$ cat config.mk
export PLATFORM = sky130hd
export DESIGN_NAME = lcd_text_escape_parser_unit
export DESIGN_NICKNAME = d
export VERILOG_FILES = /design/src/design/ltep_pkg.sv /design/src/design/ltep_parser.sv /design/src/design/ltep_out_reg.sv /design/src/design/lcd_text_escape_parser_unit.sv
export VERILOG_INCLUDE_DIRS = /design/src /design/src/design
export SDC_FILE = /design/constraint.sdc
export NUM_CORES = 1
export LEC_CHECK = 0
export BUFFER_PORTS_ARGS = -buffer_cell sky130_fd_sc_hd__buf_2
export CAP_MARGIN = 20
export CORE_MARGIN = 2
export CORE_UTILIZATION = 35
export DETAILED_ROUTE_END_ITERATION = 7
export PLACE_DENSITY_LB_ADDON = 0.1
export SLEW_MARGIN = 15
export SYNTH_ARGS = -nofsm -noshare
export SYNTH_HDL_FRONTEND = slang
export SYNTH_HIERARCHICAL = 1
export SYNTH_SLANG_ARGS = --single-unit
$ cat constraint.sdc
create_clock -name i_clk -period 6.2 [get_ports i_clk]
set_input_delay 1.24 -clock i_clk [delete_from_list [all_inputs] [get_ports i_clk]]
set_output_delay 1.24 -clock i_clk [all_outputs]
set_load 0.03 [all_outputs]
$ cat src/design/lcd_text_escape_parser_unit_macros.svh
// Assertion macros used by the parser block.
`ifndef LCD_TEXT_ESCAPE_PARSER_UNIT_MACROS_SVH
`define LCD_TEXT_ESCAPE_PARSER_UNIT_MACROS_SVH

// Check that cond holds on the same edge as ante.
`define LTEP_ASSERT_NOW(label, clk, rst_n, ante, cond, msg) \
    label: assert property (@(posedge clk) disable iff (!rst_n) (ante) |-> (cond)) \
        else $error(msg);

// Check that cond holds on the edge after ante.
`define LTEP_ASSERT_NEXT(label, clk, rst_n, ante, cond, msg) \
    label: assert property (@(posedge clk) disable iff (!rst_n) (ante) |=> (cond)) \
        else $error(msg);

`endif

$ cat src/design/ltep_pkg.sv
package ltep_pkg;

    localparam int CHAR_W  = 8;
    localparam int X_W     = 16;
    localparam int Y_W     = 8;
    localparam int COLOR_W = 16;
    localparam int HEX_W   = 24;
    localparam int CNT_W   = 3;
    localparam int PHASE_W = 2;

    localparam logic [PHASE_W-1:0] PH_TEXT  = 2'd0;
    localparam logic [PHASE_W-1:0] PH_SLASH = 2'd1;
    localparam logic [PHASE_W-1:0] PH_HEX   = 2'd2;

    localparam logic KIND_DRAW  = 1'b0;
    localparam logic KIND_CLEAR = 1'b1;

    localparam logic [COLOR_W-1:0] COL_WHITE   = 16'hFFFF;
    localparam logic [COLOR_W-1:0] COL_RED     = 16'hF800;
    localparam logic [COLOR_W-1:0] COL_GREEN   = 16'h07E0;
    localparam logic [COLOR_W-1:0] COL_BLUE    = 16'h001F;
    localparam logic [COLOR_W-1:0] COL_YELLOW  = 16'hFFE0;
    localparam logic [COLOR_W-1:0] COL_CYAN    = 16'h07FF;
    localparam logic [COLOR_W-1:0] COL_MAGENTA = 16'hF81F;

    localparam int SMALL_FONT_H = 12;
    localparam int LARGE_FONT_H = 16;
    localparam logic [X_W-1:0] ADV_SMALL = X_W'(SMALL_FONT_H / 2);
    localparam logic [X_W-1:0] ADV_LARGE = X_W'(LARGE_FONT_H / 2);

    localparam logic [CNT_W-1:0] HEX_DIGITS = 3'd6;

    localparam logic [CHAR_W-1:0] CH_SLASH = 8'h2F;
    localparam logic [CHAR_W-1:0] CH_HASH  = 8'h23;
    localparam logic [CHAR_W-1:0] CH_0     = 8'h30;
    localparam logic [CHAR_W-1:0] CH_9     = 8'h39;
    localparam logic [CHAR_W-1:0] CH_UA    = 8'h41;
    localparam logic [CHAR_W-1:0] CH_UC    = 8'h43;
    localparam logic [CHAR_W-1:0] CH_UF    = 8'h46;
    localparam logic [CHAR_W-1:0] CH_LA    = 8'h61;
    localparam logic [CHAR_W-1:0] CH_LB    = 8'h62;
    localparam logic [CHAR_W-1:0] CH_LC    = 8'h63;
    localparam logic [CHAR_W-1:0] CH_LF    = 8'h66;
    localparam logic [CHAR_W-1:0] CH_LG    = 8'h67;
    localparam logic [CHAR_W-1:0] CH_LM    = 8'h6D;
    localparam logic [CHAR_W-1:0] CH_LR    = 8'h72;
    localparam logic [CHAR_W-1:0] CH_LW    = 8'h77;
    localparam logic [CHAR_W-1:0] CH_LY    = 8'h79;

    typedef struct packed {
        logic               kind;
        logic [CHAR_W-1:0]  glyph;
        logic [X_W-1:0]     x_pos;
        logic [Y_W-1:0]     y_pos;
        logic [COLOR_W-1:0] glyph_color;
        logic               large_font;
    } t_result;

    function automatic logic [3:0] hex_value(input logic [CHAR_W-1:0] c);
        logic [3:0] v;
        v = 4'd0;
        if (c inside {[CH_UA:CH_UF]}) begin
            v = 4'(c - CH_UA + 8'd10);
        end else if (c inside {[CH_LA:CH_LF]}) begin
            v = 4'(c - CH_LA + 8'd10);
        end else if (c inside {[CH_0:CH_9]}) begin
            v = c[3:0];
        end
        return v;
    endfunction

    function automatic logic [COLOR_W-1:0] rgb888_to_565(input logic [HEX_W-1:0] d);
        return {d[23:19], d[15:10], d[7:3]};
    endfunction

endpackage

$ cat src/design/ltep_parser.sv
`include "lcd_text_escape_parser_unit_macros.svh"

module ltep_parser import ltep_pkg::*; (
    input  logic              i_clk,
    input  logic              i_rst_n,
    input  logic              i_advance,
    input  logic [CHAR_W-1:0] i_char,
    input  logic              i_eos,
    output logic              o_result_valid,
    output t_result           o_result
);

    logic [PHASE_W-1:0] r_phase, n_phase;
    logic [CNT_W-1:0]   r_hex_count, n_hex_count;
    logic [HEX_W-1:0]   r_hex_accum, n_hex_accum;
    logic [X_W-1:0]     r_cursor_x, n_cursor_x;
    logic [Y_W-1:0]     r_cursor_y, n_cursor_y;
    logic [COLOR_W-1:0] r_pen_color, n_pen_color;
    logic               r_font_large, n_font_large;

    logic [HEX_W-1:0]   hex_shift;
    logic [CNT_W-1:0]   hex_count_inc;

    always_comb begin
        n_phase       = r_phase;
        n_hex_count   = r_hex_count;
        n_hex_accum   = r_hex_accum;
        n_cursor_x    = r_cursor_x;
        n_cursor_y    = r_cursor_y;
        n_pen_color   = r_pen_color;
        n_font_large  = r_font_large;
        hex_shift     = {r_hex_accum[HEX_W-5:0], hex_value(i_char)};
        hex_count_inc = r_hex_count + 3'd1;

        o_result_valid         = 1'b0;
        o_result.kind          = KIND_DRAW;
        o_result.glyph         = i_char;
        o_result.x_pos         = r_cursor_x;
        o_result.y_pos         = r_cursor_y;
        o_result.glyph_color   = r_pen_color;
        o_result.large_font    = r_font_large;

        case (r_phase)
            PH_SLASH: begin
                n_phase = PH_TEXT;
                if (i_char inside {[CH_0:CH_9]}) begin
                    n_cursor_x = '0;
                    n_cursor_y = {i_char[3:0], 4'b0000};
                end else begin
                    case (i_char)
                        CH_SLASH: begin
                            o_result_valid = 1'b1;
                            n_cursor_x = r_cursor_x + (r_font_large ? ADV_LARGE : ADV_SMALL);
                        end
                        CH_LW: n_pen_color = COL_WHITE;
                        CH_LR: n_pen_color = COL_RED;
                        CH_LG: n_pen_color = COL_GREEN;
                        CH_LB: n_pen_color = COL_BLUE;
                        CH_LY: n_pen_color = COL_YELLOW;
                        CH_LC: n_pen_color = COL_CYAN;
                        CH_LM: n_pen_color = COL_MAGENTA;
                        CH_UA: n_font_large = 1'b1;
                        CH_LA: n_font_large = 1'b0;
                        CH_UC: begin
                            n_cursor_x   = '0;
                            n_cursor_y   = '0;
                            n_pen_color  = COL_WHITE;
                            n_font_large = 1'b0;
                            o_result_valid       = 1'b1;
                            o_result.kind        = KIND_CLEAR;
                            o_result.glyph       = '0;
                            o_result.x_pos       = '0;
                            o_result.y_pos       = '0;
                            o_result.glyph_color = '0;
                            o_result.large_font  = 1'b0;
                        end
                        CH_HASH: begin
                            n_phase     = PH_HEX;
                            n_hex_count = '0;
                            n_hex_accum = '0;
                        end
                        default: begin
                        end
                    endcase
                end
            end
            PH_HEX: begin
                n_hex_accum = hex_shift;
                n_hex_count = hex_count_inc;
                if (hex_count_inc >= HEX_DIGITS) begin
                    n_pen_color = rgb888_to_565(hex_shift);
                    n_phase     = PH_TEXT;
                    n_hex_count = '0;
                    n_hex_accum = '0;
                end
            end
            default: begin
                n_phase = PH_TEXT;
                if (i_char == CH_SLASH) begin
                    n_phase = PH_SLASH;
                end else begin
                    o_result_valid = 1'b1;
                    n_cursor_x = r_cursor_x + (r_font_large ? ADV_LARGE : ADV_SMALL);
                end
            end
        endcase

        // drop any pending escape at end of string
        if (i_eos) begin
            n_phase     = PH_TEXT;
            n_hex_count = '0;
            n_hex_accum = '0;
        end
    end

    always_ff @(posedge i_clk) begin
        if (!i_rst_n) begin
            r_phase      <= PH_TEXT;
            r_hex_count  <= '0;
            r_hex_accum  <= '0;
            r_cursor_x   <= '0;
            r_cursor_y   <= '0;
            r_pen_color  <= COL_WHITE;
            r_font_large <= 1'b0;
        end else if (i_advance) begin
            r_phase      <= n_phase;
            r_hex_count  <= n_hex_count;
            r_hex_accum  <= n_hex_accum;
            r_cursor_x   <= n_cursor_x;
            r_cursor_y   <= n_cursor_y;
            r_pen_color  <= n_pen_color;
            r_font_large <= n_font_large;
        end
    end

    `LTEP_ASSERT_NOW(a_hex_count_range, i_clk, i_rst_n, 1'b1, r_hex_count < HEX_DIGITS, "hex count out of range")
    `LTEP_ASSERT_NOW(a_hex_idle_clear, i_clk, i_rst_n, r_phase != PH_HEX, (r_hex_count == '0) && (r_hex_accum == '0), "hex state not cleared")
    `LTEP_ASSERT_NEXT(a_eos_to_text, i_clk, i_rst_n, i_advance && i_eos, (r_phase == PH_TEXT) && (r_hex_count == '0), "escape pending after end of string")

endmodule

$ cat src/design/ltep_out_reg.sv
module ltep_out_reg import ltep_pkg::*; (
    input  logic    i_clk,
    input  logic    i_rst_n,
    input  logic    i_load,
    input  logic    i_valid,
    input  t_result i_result,
    input  logic    i_ready,
    output logic    o_can_load,
    output logic    o_valid,
    output t_result o_result
);

    logic    r_valid;
    t_result r_result;

    assign o_can_load = !r_valid || i_ready;
    assign o_valid    = r_valid;
    assign o_result   = r_result;

    always_ff @(posedge i_clk) begin
        if (!i_rst_n) begin
            r_valid <= 1'b0;
        end else if (i_load) begin
            r_valid <= i_valid;
        end else if (i_ready) begin
            r_valid <= 1'b0;
        end
    end

    always_ff @(posedge i_clk) begin
        if (i_load) begin
            r_result <= i_result;
        end
    end

endmodule

$ cat src/design/lcd_text_escape_parser_unit.sv
// Text character stream to LCD draw requests.
// Slave channel s_axis_*: one character per request, tlast marks the last
// character of a string. Master channel m_axis_*: zero or one draw or clear
// request per character, tuser is the kind (0 draw glyph, 1 clear screen).
// Escapes start with a slash: digit picks a line, w r g b y c m pick a
// palette color, A / a pick the 8x16 / 6x12 font, C clears, # takes six hex
// digits as RGB888, a second slash draws a slash.
// Path: a taken character goes into the input register, is decoded
// combinationally and its result is loaded into the result register, which
// drives m_axis; a held result can stall the load. Throughput: one
// character per cycle while m_axis_tready does not hold a result back.
// Characters that give no result still pass through the decode.
// Reset: cursor at 0,0, white pen, small font, no escape pending; both
// registers empty.
// Stall: while m_axis_tready is low and a result is held, the input
// register holds its character and s_axis_tready drops once it is full.
module lcd_text_escape_parser_unit import ltep_pkg::*; (
    input  logic        i_clk,
    input  logic        i_rst_n,
    input  logic        s_axis_tvalid,
    output logic        s_axis_tready,
    input  logic [7:0]  s_axis_tdata,   // char_code[7:0]
    input  logic        s_axis_tlast,
    output logic        m_axis_tvalid,
    input  logic        m_axis_tready,
    output logic [55:0] m_axis_tdata,   // glyph[7:0], x_pos[23:8], y_pos[31:24],
                                        // glyph_color[47:32], large_font[48], zero[55:49]
    output logic        m_axis_tuser    // kind
);

    logic              r_in_valid;
    logic [CHAR_W-1:0] r_in_char;
    logic              r_in_eos;

    logic    advance;
    logic    can_load;
    logic    res_valid;
    t_result res;
    t_result out_res;

    assign advance       = r_in_valid && can_load;
    assign s_axis_tready = !r_in_valid || can_load;

    always_ff @(posedge i_clk) begin
        if (!i_rst_n) begin
            r_in_valid <= 1'b0;
        end else if (s_axis_tready) begin
            r_in_valid <= s_axis_tvalid;
        end
    end

    always_ff @(posedge i_clk) begin
        if (s_axis_tvalid && s_axis_tready) begin
            r_in_char <= s_axis_tdata;
            r_in_eos  <= s_axis_tlast;
        end
    end

    ltep_parser u_parser (
        .i_clk          (i_clk),
        .i_rst_n        (i_rst_n),
        .i_advance      (advance),
        .i_char         (r_in_char),
        .i_eos          (r_in_eos),
        .o_result_valid (res_valid),
        .o_result       (res)
    );

    ltep_out_reg u_out_reg (
        .i_clk      (i_clk),
        .i_rst_n    (i_rst_n),
        .i_load     (advance),
        .i_valid    (res_valid),
        .i_result   (res),
        .i_ready    (m_axis_tready),
        .o_can_load (can_load),
        .o_valid    (m_axis_tvalid),
        .o_result   (out_res)
    );

    assign m_axis_tuser = out_res.kind;
    assign m_axis_tdata = {7'b0, out_res.large_font, out_res.glyph_color,
                           out_res.y_pos, out_res.x_pos, out_res.glyph};

endmodule

==> flow_summary.json, run 1 <==
{
  "yosysTopAreaCell": "edfxtp_1",
  "syn_area_per_cell_um2": 10.7,
  "internal_power_mw": 1.56,
  "yosysTopAreaCellShare_pct": 33.1,
  "fillers": 1488,
  "ant_nets": 0,
  "pin_count": 72,
  "ys_seq_area_share_pct": 56.6,
  "skew_ps": 5.82,
  "ys_seq_elements": 122,
  "vdd_drop_max_v": 0.000169,
  "mostFrequentLayoutCell": "buf_2",
  "cts_root_buf": "clkbuf_16",
  "grt_overflow": 0,
  "critPathRequiredTime_ps": 4960,
  "p_seq_share_pct": 44.1,
  "period_needed_ps": 3070,
  "crit_top_cell": "buf_2",
  "fin_setup_tns_ps": 0,
  "placed_area_mm2": 0.00577,
  "yosysWarningCount": 6,
  "initial_core_util_pct": 35.5,
  "drtIter0Drc": 256,
  "synth_area_mm2": 0.00535,
  "core_mm2": 0.0151,
  "row_count": 45,
  "cts_tree": "done",
  "hp-start": "u_parser/r_cursor_y[4]",
  "fp.dieH_um": 128,
  "leakage_nw": 2.42,
  "final_layout_size_suffix_gt1_share_pct": 18.9,
  "post-cts-setup-buffers": 0,
  "crit_type": "primary input to output pin",
  "syn-instance-count": 500,
  "area_delta_synth_final_pct": 19.0,
  "relSlewSlack_pct": 30.7,
  "timing.fmax_mhz": 325,
  "grt_setup_unrepaired": "false",
  "htreeDepth": 4,
  "pre_cts_ws_ps": 2950,
  "cp-start-kind": "primary input",
  "io_buffers": 64,
  "cts.reportedPaths.clkPinSlew_ps": 50,
  "critPathCaptureType": "output pin",
  "gp_congestion": 0.844,
  "fp.dieArea_mm2": 0.0163,
  "fin_crit_sh_pct": 49.6,
  "fin_cells": 758,
  "setup_viol": 0,
  "drc": 0,
  "cts_resized": 0,
  "cap_viol_max_count": 0,
  "pwr-share-comb_pct": 5.0,
  "numCtsBuffers": 17,
  "yosys_most_used_dff": "dfxtp_1",
  "nets": 582,
  "tightestPinTransition_ps": 1030,
  "finalInstanceArea_mm2": 0.00637,
  "swShare_pct": 21.5,
  "wl_per_cell_um": 15.1,
  "layout_common_cells": "buf_2, dfxtp_1, edfxtp_1",
  "slowest_stage": "buf_2",
  "grt_max_degree": 48,
  "layout_setup_ws_ps": 3130,
  "via_per_inst": 4.92,
  "clockBufferDepth": 2,
  "switchingPower_mw": 0.427,
  "async_flop_share_pct": 0,
  "fin_hold_ws_ps": 450,
  "path_delay_family": "simple AND/OR/NAND/NOR gates",
  "grt_use_total_pct": 14.5,
  "cts_hold_buf": 0,
  "cp_num_buf_inv": 2,
  "arrival_ps": 1830,
  "hpwl_um": 7770,
  "cts_num_sinks": 122,
  "antenna_found_initial": 0,
  "insertedDiodeCount": 0,
  "r2r-start": "r_in_char[1]",
  "status": "finished, final reports clean",
  "cellPowerDensity_mw_per_mm2": 311,
  "min_path_type": "flip-flop to flip-flop",
  "p_clk_share_pct": 50.9,
  "cp_cell_sequence": "buf_2 -> nand2b_1 -> nand2b_4 -> buf_2",
  "grt_pass1_wl_um": 18300,
  "routed_wl_um": 11400,
  "finalHoldViolCount": 0,
  "grt_pass1_vias": 3379,
  "dr.pass1.iters": 4,
  "critPathMaxFanout": 3,
  "clock_latency_ps": 400,
  "vias": 3728,
  "ys_types": 56,
  "synth_top_cells_by_area": "edfxtp_1, dfxtp_1, and2_1",
  "critPathLaunch": "m_axis_tready",
  "dp_cells": 726,
  "maxSlewViolCount": 0,
  "critical-path-max-stage-delay_ps": 170,
  "synth_edf_count": 59,
  "die_x_um": 128
}
==> flip-flops by register name (all words and copies together) (netlist names) <==
| register | cells |
|---|---|
| u_out_reg/o_result | 50 |
| u_parser/r_hex_accum | 20 |
| u_parser/r_pen_color | 16 |
| u_parser/r_cursor_x | 15 |
| r_in_char | 8 |
| u_parser/r_cursor_y | 4 |
| u_parser/r_hex_count | 3 |
| u_parser/r_phase | 2 |
| r_in_eos | 1 |
| r_in_valid | 1 |
| u_out_reg/o_valid | 1 |
| u_parser/r_font_large | 1 |
==> worst paths after layout <==
check                           slack (ps)  depth (start not counted)                     end
worst max-delay path                  3130                          4           s_axis_tready
worst min register to register         450                          2  u_parser/r_cursor_y[4]
worst max register to register        3150                          8  u_out_reg/o_result[42]
worst min-delay path                   450                          2  u_parser/r_cursor_y[4]
==> layout make-up <==
cell class                      count  area, um^2  share of cell area (%)
Inverter                           15        56.3                   0.883
Tap cell                          188         235                    3.69
Multi-Input combinational cell    334        2100                    32.9
Timing Repair Buffer               67         343                    5.38
Clock buffer                       19         433                    6.79
Sequential cell                   122        3030                    47.6
Clock inverter                     13         174                    2.73
==> Yosys cell counts (3+ instances only) <==
cell type and n:
a22oi_1 17, and4_1 4, a21oi_1 35, buf_4 13, edfxtp_1 59, nand2_1 25
nand2b_1 7, nand4_1 10, xnor2_1 3, dfxtp_1 63, nor2_1 46, mux2i_1 7
buf_2 6, nand3_1 16, o211ai_1 8, nor2b_1 11, and2_1 39, clkbuf_1 20
inv_1 14, o21ai_1 8, o21ai_0 11, nor3b_1 5, and3_1 10, ha_1 11
xor2_1 13
==> logic make-up after synthesis <==
group	Yosys count	synth area share (%)
and+or+nand+nor	191	19.9
DFF	122	56.6
AOI/OAI and AO/OA	95	11.4
buffers and inverters	54	4.84
xor gates and xnor gates	16	2.62
adders and majority gates	12	2.94
muxes	8	1.52
other	2	0.140
==> through the flow <==
stage	utilization, %	power, mW
after floorplan	-	0.967
after detailed placement	38.2	0.991
after global placement	38.2	0.990
after CTS	42.2	2.01
after global routing	42.2	2.05
final	42.2	1.98
==> per-layer routing <==
metal | share of wire (%) | vias to the layer above | global-route usage [%]
met5 | 0 | - | 0
met2 | 45 | 73 | 20.9
met4 | 1.1 | 0 | 4.85
li1 | - | 1866 | -
met3 | 3.8 | 11 | 4.26
met1 | 51 | 1778 | 20.7
==> worst min-delay path: stages (launching register included) <==
cell	delay [ps]
dfxtp_1	300
nand2_1	50
a21oi_1	50
==> power by group through the flow <==
stage / Sequential, mW / Clock [mW] / Combinational [mW]
finish: 0.875 / 1.01 / 0.0990
global route: 0.876 / 1.07 / 0.108
CTS: 0.874 / 1.04 / 0.100
detailed placement: 0.891 / 0 / 0.0996
global placement: 0.891 / 0 / 0.0986
floorplan: 0.908 / 0 / 0.0586
Note: power is estimated with default switching activity, not from simulation.
==> inputs of run 2 (changes only) <==
==> constraint.sdc (replaced) <==
create_clock -name i_clk -period 2.6 [get_ports i_clk]
set_input_delay 0.52 -clock i_clk [delete_from_list [all_inputs] [get_ports i_clk]]
set_output_delay 0.52 -clock i_clk [all_outputs]
set_load 0.03 [all_outputs]
==> flow_summary.json, run 2 (synthesis results as in run 1) <==
{
  "status": "finished, final reports clean",
  "timing.fmax_mhz": 441,
  "swShare_pct": 22.5,
  "pin_count": 72,
  "vdd_drop_max_v": 0.000466,
  "cp-start-kind": "flip-flop",
  "tightestPinTransition_ps": 544,
  "grt_max_degree": 38,
  "leakage_nw": 2.50,
  "fp.dieArea_mm2": 0.0163,
  "critPathLaunch": "r_in_char[0]",
  "die_x_um": 128,
  "vias": 3762,
  "initial_core_util_pct": 35.5,
  "numCtsBuffers": 17,
  "fp.dieH_um": 128,
  "grt_use_total_pct": 14.5,
  "grt_pass1_vias": 3614,
  "core_mm2": 0.0151,
  "critPathCaptureType": "flip-flop",
  "grt_overflow": 0,
  "switchingPower_mw": 1.06,
  "row_count": 45,
  "cts_num_sinks": 122,
  "post-cts-setup-buffers": 0,
  "critPathRequiredTime_ps": 2910,
  "grt_pass1_wl_um": 18100,
  "antenna_found_initial": 0,
  "via_per_inst": 4.87,
  "critPathMaxFanout": 12,
  "cts_tree": "done",
  "grt_setup_unrepaired": "false",
  "hp-start": "s_axis_tdata[4]",
  "area_delta_synth_final_pct": 21.2,
  "p_clk_share_pct": 50.3,
  "pre_cts_ws_ps": 316,
  "layout_setup_ws_ps": 332,
  "finalPower_mw": 4.69,
  "io_buffers": 64,
  "relSlewSlack_pct": 63.7,
  "r2r-start": "r_in_char[0]",
  "dr.pass1.iters": 5,
  "htreeDepth": 4,
  "arrival_ps": 2580,
  "min_path_type": "primary input to flip-flop",
  "cts_resized": 0,
  "cap_viol_max_count": 0,
  "wl_per_cell_um": 14.6,
  "cellPowerDensity_mw_per_mm2": 722,
  "fin_setup_tns_ps": 0,
  "crit_type": "flip-flop to flip-flop",
  "drtIter0Drc": 166,
  "cts_root_buf": "clkbuf_16",
  "final_layout_size_suffix_gt1_share_pct": 21.7,
  "clock_latency_ps": 420,
  "clockBufferDepth": 2,
  "gp_congestion": 0.814,
  "finalHoldViolCount": 0,
  "cts.reportedPaths.clkPinSlew_ps": 60,
  "maxSlewViolCount": 0,
  "period_needed_ps": 2270,
  "internal_power_mw": 3.63,
  "layout_common_cells": "buf_2, dfxtp_1, edfxtp_1",
  "cts_hold_buf": 0,
  "drc": 0,
  "setup_viol": 0,
  "ant_nets": 0,
  "fin_crit_sh_pct": 87.2,
  "largest_register_ffs": 50,
  "p_seq_share_pct": 44.4,
  "pwr-share-comb_pct": 5.3,
  "routed_wl_um": 11300,
  "mostFrequentLayoutCell": "buf_2",
  "insertedDiodeCount": 0,
  "nets": 597,
  "skew_ps": 8.10,
  "hpwl_um": 7820
}
[run 2: cell types whose count changed in the layout (fill, tap and decap cells not counted), moves of 2 or more]
cell,change
clkinv_1,-2
clkinv_4,+2
buf_4,+14
clkbuf_1,-2
clkinv_2,+2
[run 2: final timing paths]
| check | cells after the start | endpoint | slack, ps |
|---|---|---|---|
| min | 1 | r_in_char[4] | 280 |
| min reg2reg | 2 | u_parser/r_cursor_y[4] | 460 |
| max | 9 | u_parser/r_cursor_x[5] | 330 |
| max reg2reg | 9 | u_parser/r_cursor_x[5] | 330 |
[run 2: critical path, stage by stage, from the launching register on]
cell	delay, ps
edfxtp_1	460
inv_1	150
ha_1	240
o21ba_2	210
o21a_1	240
nand4b_1	260
buf_4	230
and4_1	190
xnor2_1	130
nor2_1	50
[run 2: power groups by stage]
stage          logic [mW]  registers [mW]  clock network [mW]
3_5_place_dp        0.252            2.12                   0
6_report            0.250            2.08                2.36
5_1_grt             0.273            2.09                2.49
3_3_place_gp        0.251            2.12                   0
2_1_floorplan       0.140            2.17                   0
4_1_cts             0.252            2.08                2.42
[run 2: layout make-up]
class	count	area (um^2)
sequential	122	3030
tap	188	235
clock buffer	17	425
timing repair buffer	82	468
multi-input combinational	334	2100
inverter	15	56.3
clock inverter	15	173
fill	1460	8600
[run 2: metrics by stage]
| stage | area, um^2 | std cells | utilization [%] | hold WS, ps |
|---|---|---|---|---|
| finish | 6490 | 773 | 43.0 | 276 |
| global route | 6490 | 773 | 43.0 | 265 |
| CTS | 6490 | 773 | 43.0 | 258 |
| detailed placement | 5890 | 741 | 39.1 | 449 |
| global placement | 5890 | 741 | 39.1 | 442 |
| floorplan | 5390 | 510 | - | 427 |
[run 2: routing by layer]
layer,track usage [%],up-vias,routed length [um]
li1,-,1883,-
met3,4.47,12,453
met4,5.88,0,115
met5,0,-,0
met1,18.6,1785,5550
met2,22.7,82,5140
==> inputs of run 3 (changes only) <==
--- a/config.mk
+++ b/config.mk
@@ -6,11 +6,10 @@
 export SDC_FILE = /design/constraint.sdc
 export NUM_CORES = 1
 export LEC_CHECK = 0
-export BUFFER_PORTS_ARGS = -buffer_cell sky130_fd_sc_hd__buf_2
-export CAP_MARGIN = 20
 export CORE_MARGIN = 2
 export CORE_UTILIZATION = 35
 export DETAILED_ROUTE_END_ITERATION = 7
+export DONT_BUFFER_PORTS = 1
 export PLACE_DENSITY_LB_ADDON = 0.1
 export SLEW_MARGIN = 15
 export SYNTH_ARGS = -nofsm -noshare
==> constraint.sdc (replaced) <==
create_clock -name i_clk -period 2.9 [get_ports i_clk]
set_input_delay 0.58 -clock i_clk [delete_from_list [all_inputs] [get_ports i_clk]]
set_output_delay 0.58 -clock i_clk [all_outputs]
set_load 0.03 [all_outputs]
==> flow_summary.json, run 3 (synthesis results as in run 1) <==
{
  "gp_congestion": 0.830,
  "core_mm2": 0.0151,
  "vdd_drop_max_v": 0.000352,
  "initial_core_util_pct": 35.5,
  "grt_overflow": 0,
  "dp_cells": 675,
  "r2r-start": "r_in_char[1]",
  "grt_pass1_wl_um": 18300,
  "nets": 531,
  "finalHoldViolCount": 0,
  "maxSlewViolCount": 0,
  "pin_count": 72,
  "rrSetupSlack_ps": 250,
  "critPathLaunch": "r_in_char[1]",
  "insertedDiodeCount": 0,
  "cap_viol_max_count": 0,
  "worst_r2r_path_depth": 8,
  "critPathMaxFanout": 13,
  "skew_ps": 9.45,
  "crit_type": "flip-flop to flip-flop",
  "endpoint": "u_parser/r_cursor_x[3]",
  "vias": 3549,
  "cp-start-kind": "flip-flop",
  "grt_max_degree": 42,
  "grt_use_total_pct": 14.6,
  "area_delta_synth_final_pct": 14.0,
  "drtIter0Drc": 225,
  "min_path_type": "primary input to flip-flop",
  "row_count": 45,
  "antenna_found_initial": 0,
  "grt_setup_unrepaired": "false",
  "die_x_um": 128,
  "numCtsBuffers": 17,
  "critPathCaptureType": "flip-flop",
  "hpwl_um": 7880,
  "fillers": 1527,
  "fin_crit_sh_pct": 91.3,
  "post-cts-setup-buffers": 0,
  "pre_cts_ws_ps": 290,
  "rr_endpoint": "u_parser/r_cursor_x[3]",
  "mostFrequentLayoutCell": "dfxtp_1",
  "cts_num_sinks": 122,
  "critPathRequiredTime_ps": 3240,
  "timing.fmax_mhz": 378,
  "cts_resized": 0,
  "htreeDepth": 4,
  "via_per_inst": 5.02,
  "wl_per_cell_um": 16.1,
  "status": "finished, final reports clean",
  "finalInstanceArea_mm2": 0.00610,
  "ant_nets": 0,
  "finalPower_mw": 4.05,
  "grt_pass1_vias": 3354,
  "utilization_pct": 40.4,
  "setup_viol": 0,
  "tightestPinTransition_ps": 712,
  "cellPowerDensity_mw_per_mm2": 664,
  "layout_setup_ws_ps": 253,
  "relSlewSlack_pct": 52.2,
  "placed_area_mm2": 0.00554,
  "cts.reportedPaths.clkPinSlew_ps": 60,
  "fin_cells": 707,
  "arrival_ps": 2980,
  "leakage_nw": 2.24,
  "final_layout_size_suffix_gt1_share_pct": 11.0,
  "fp.dieH_um": 128,
  "fin_hold_ws_ps": 262,
  "largest_register_ffs": 50,
  "clockBufferDepth": 2,
  "fin_setup_tns_ps": 0,
  "fp.dieArea_mm2": 0.0163,
  "cts_root_buf": "clkbuf_16",
  "dr.pass1.iters": 4,
  "routed_wl_um": 11400,
  "clock_latency_ps": 410,
  "cts_hold_buf": 0,
  "drc": 0,
  "period_needed_ps": 2650,
  "io_buffers": 0,
  "layout_common_cells": "dfxtp_1, edfxtp_1, nor2_1",
  "cts_tree": "done"
}
-- run 3: per-layer routing --
metal  global-route usage [%]  routed length [um]
met5                        0                   0
met1                     19.7                5590
met3                     4.17                 443
met4                     5.43                 153
met2                     22.4                5190
-- run 3: worst max-delay path: stages (launching register included) --
cell and delay, ps:
edfxtp_1 470, inv_1 120, ha_1 300, o21ba_2 260, o21a_1 230, nand4b_1 540
and2_1 380, nand2b_1 160, a21oi_1 110
-- run 3: power breakdown --
part	leakage, nW	total (mW)	internal (mW)	switching (mW)
registers	1.01	1.91	1.85	0.0686
logic	0.963	0.149	0.0462	0.102
clock network	0.264	1.99	1.25	0.741
-- run 3: worst min path at each step --
stage,start,endpoint,depth (start not counted)
floorplan,u_parser/r_cursor_y[4],u_parser/r_cursor_y[4],2
global placement,u_parser/r_pen_color[14],u_parser/r_pen_color[14],2
detailed placement,u_parser/r_pen_color[15],u_parser/r_pen_color[15],2
CTS,s_axis_tdata[7],r_in_char[7],0
global route,s_axis_tdata[7],r_in_char[7],0
finish,s_axis_tdata[4],r_in_char[4],0
-- run 3: area by class of cell --
class	instances	area (um^2)	area share [%]
Clock buffer	18	429	7.03
Multi-Input combinational cell	334	2100	34.4
Tap cell	188	235	3.85
Timing Repair Buffer	16	120	1.97
Clock inverter	14	130	2.13
Inverter	15	56.3	0.923
Sequential cell	122	3030	49.7
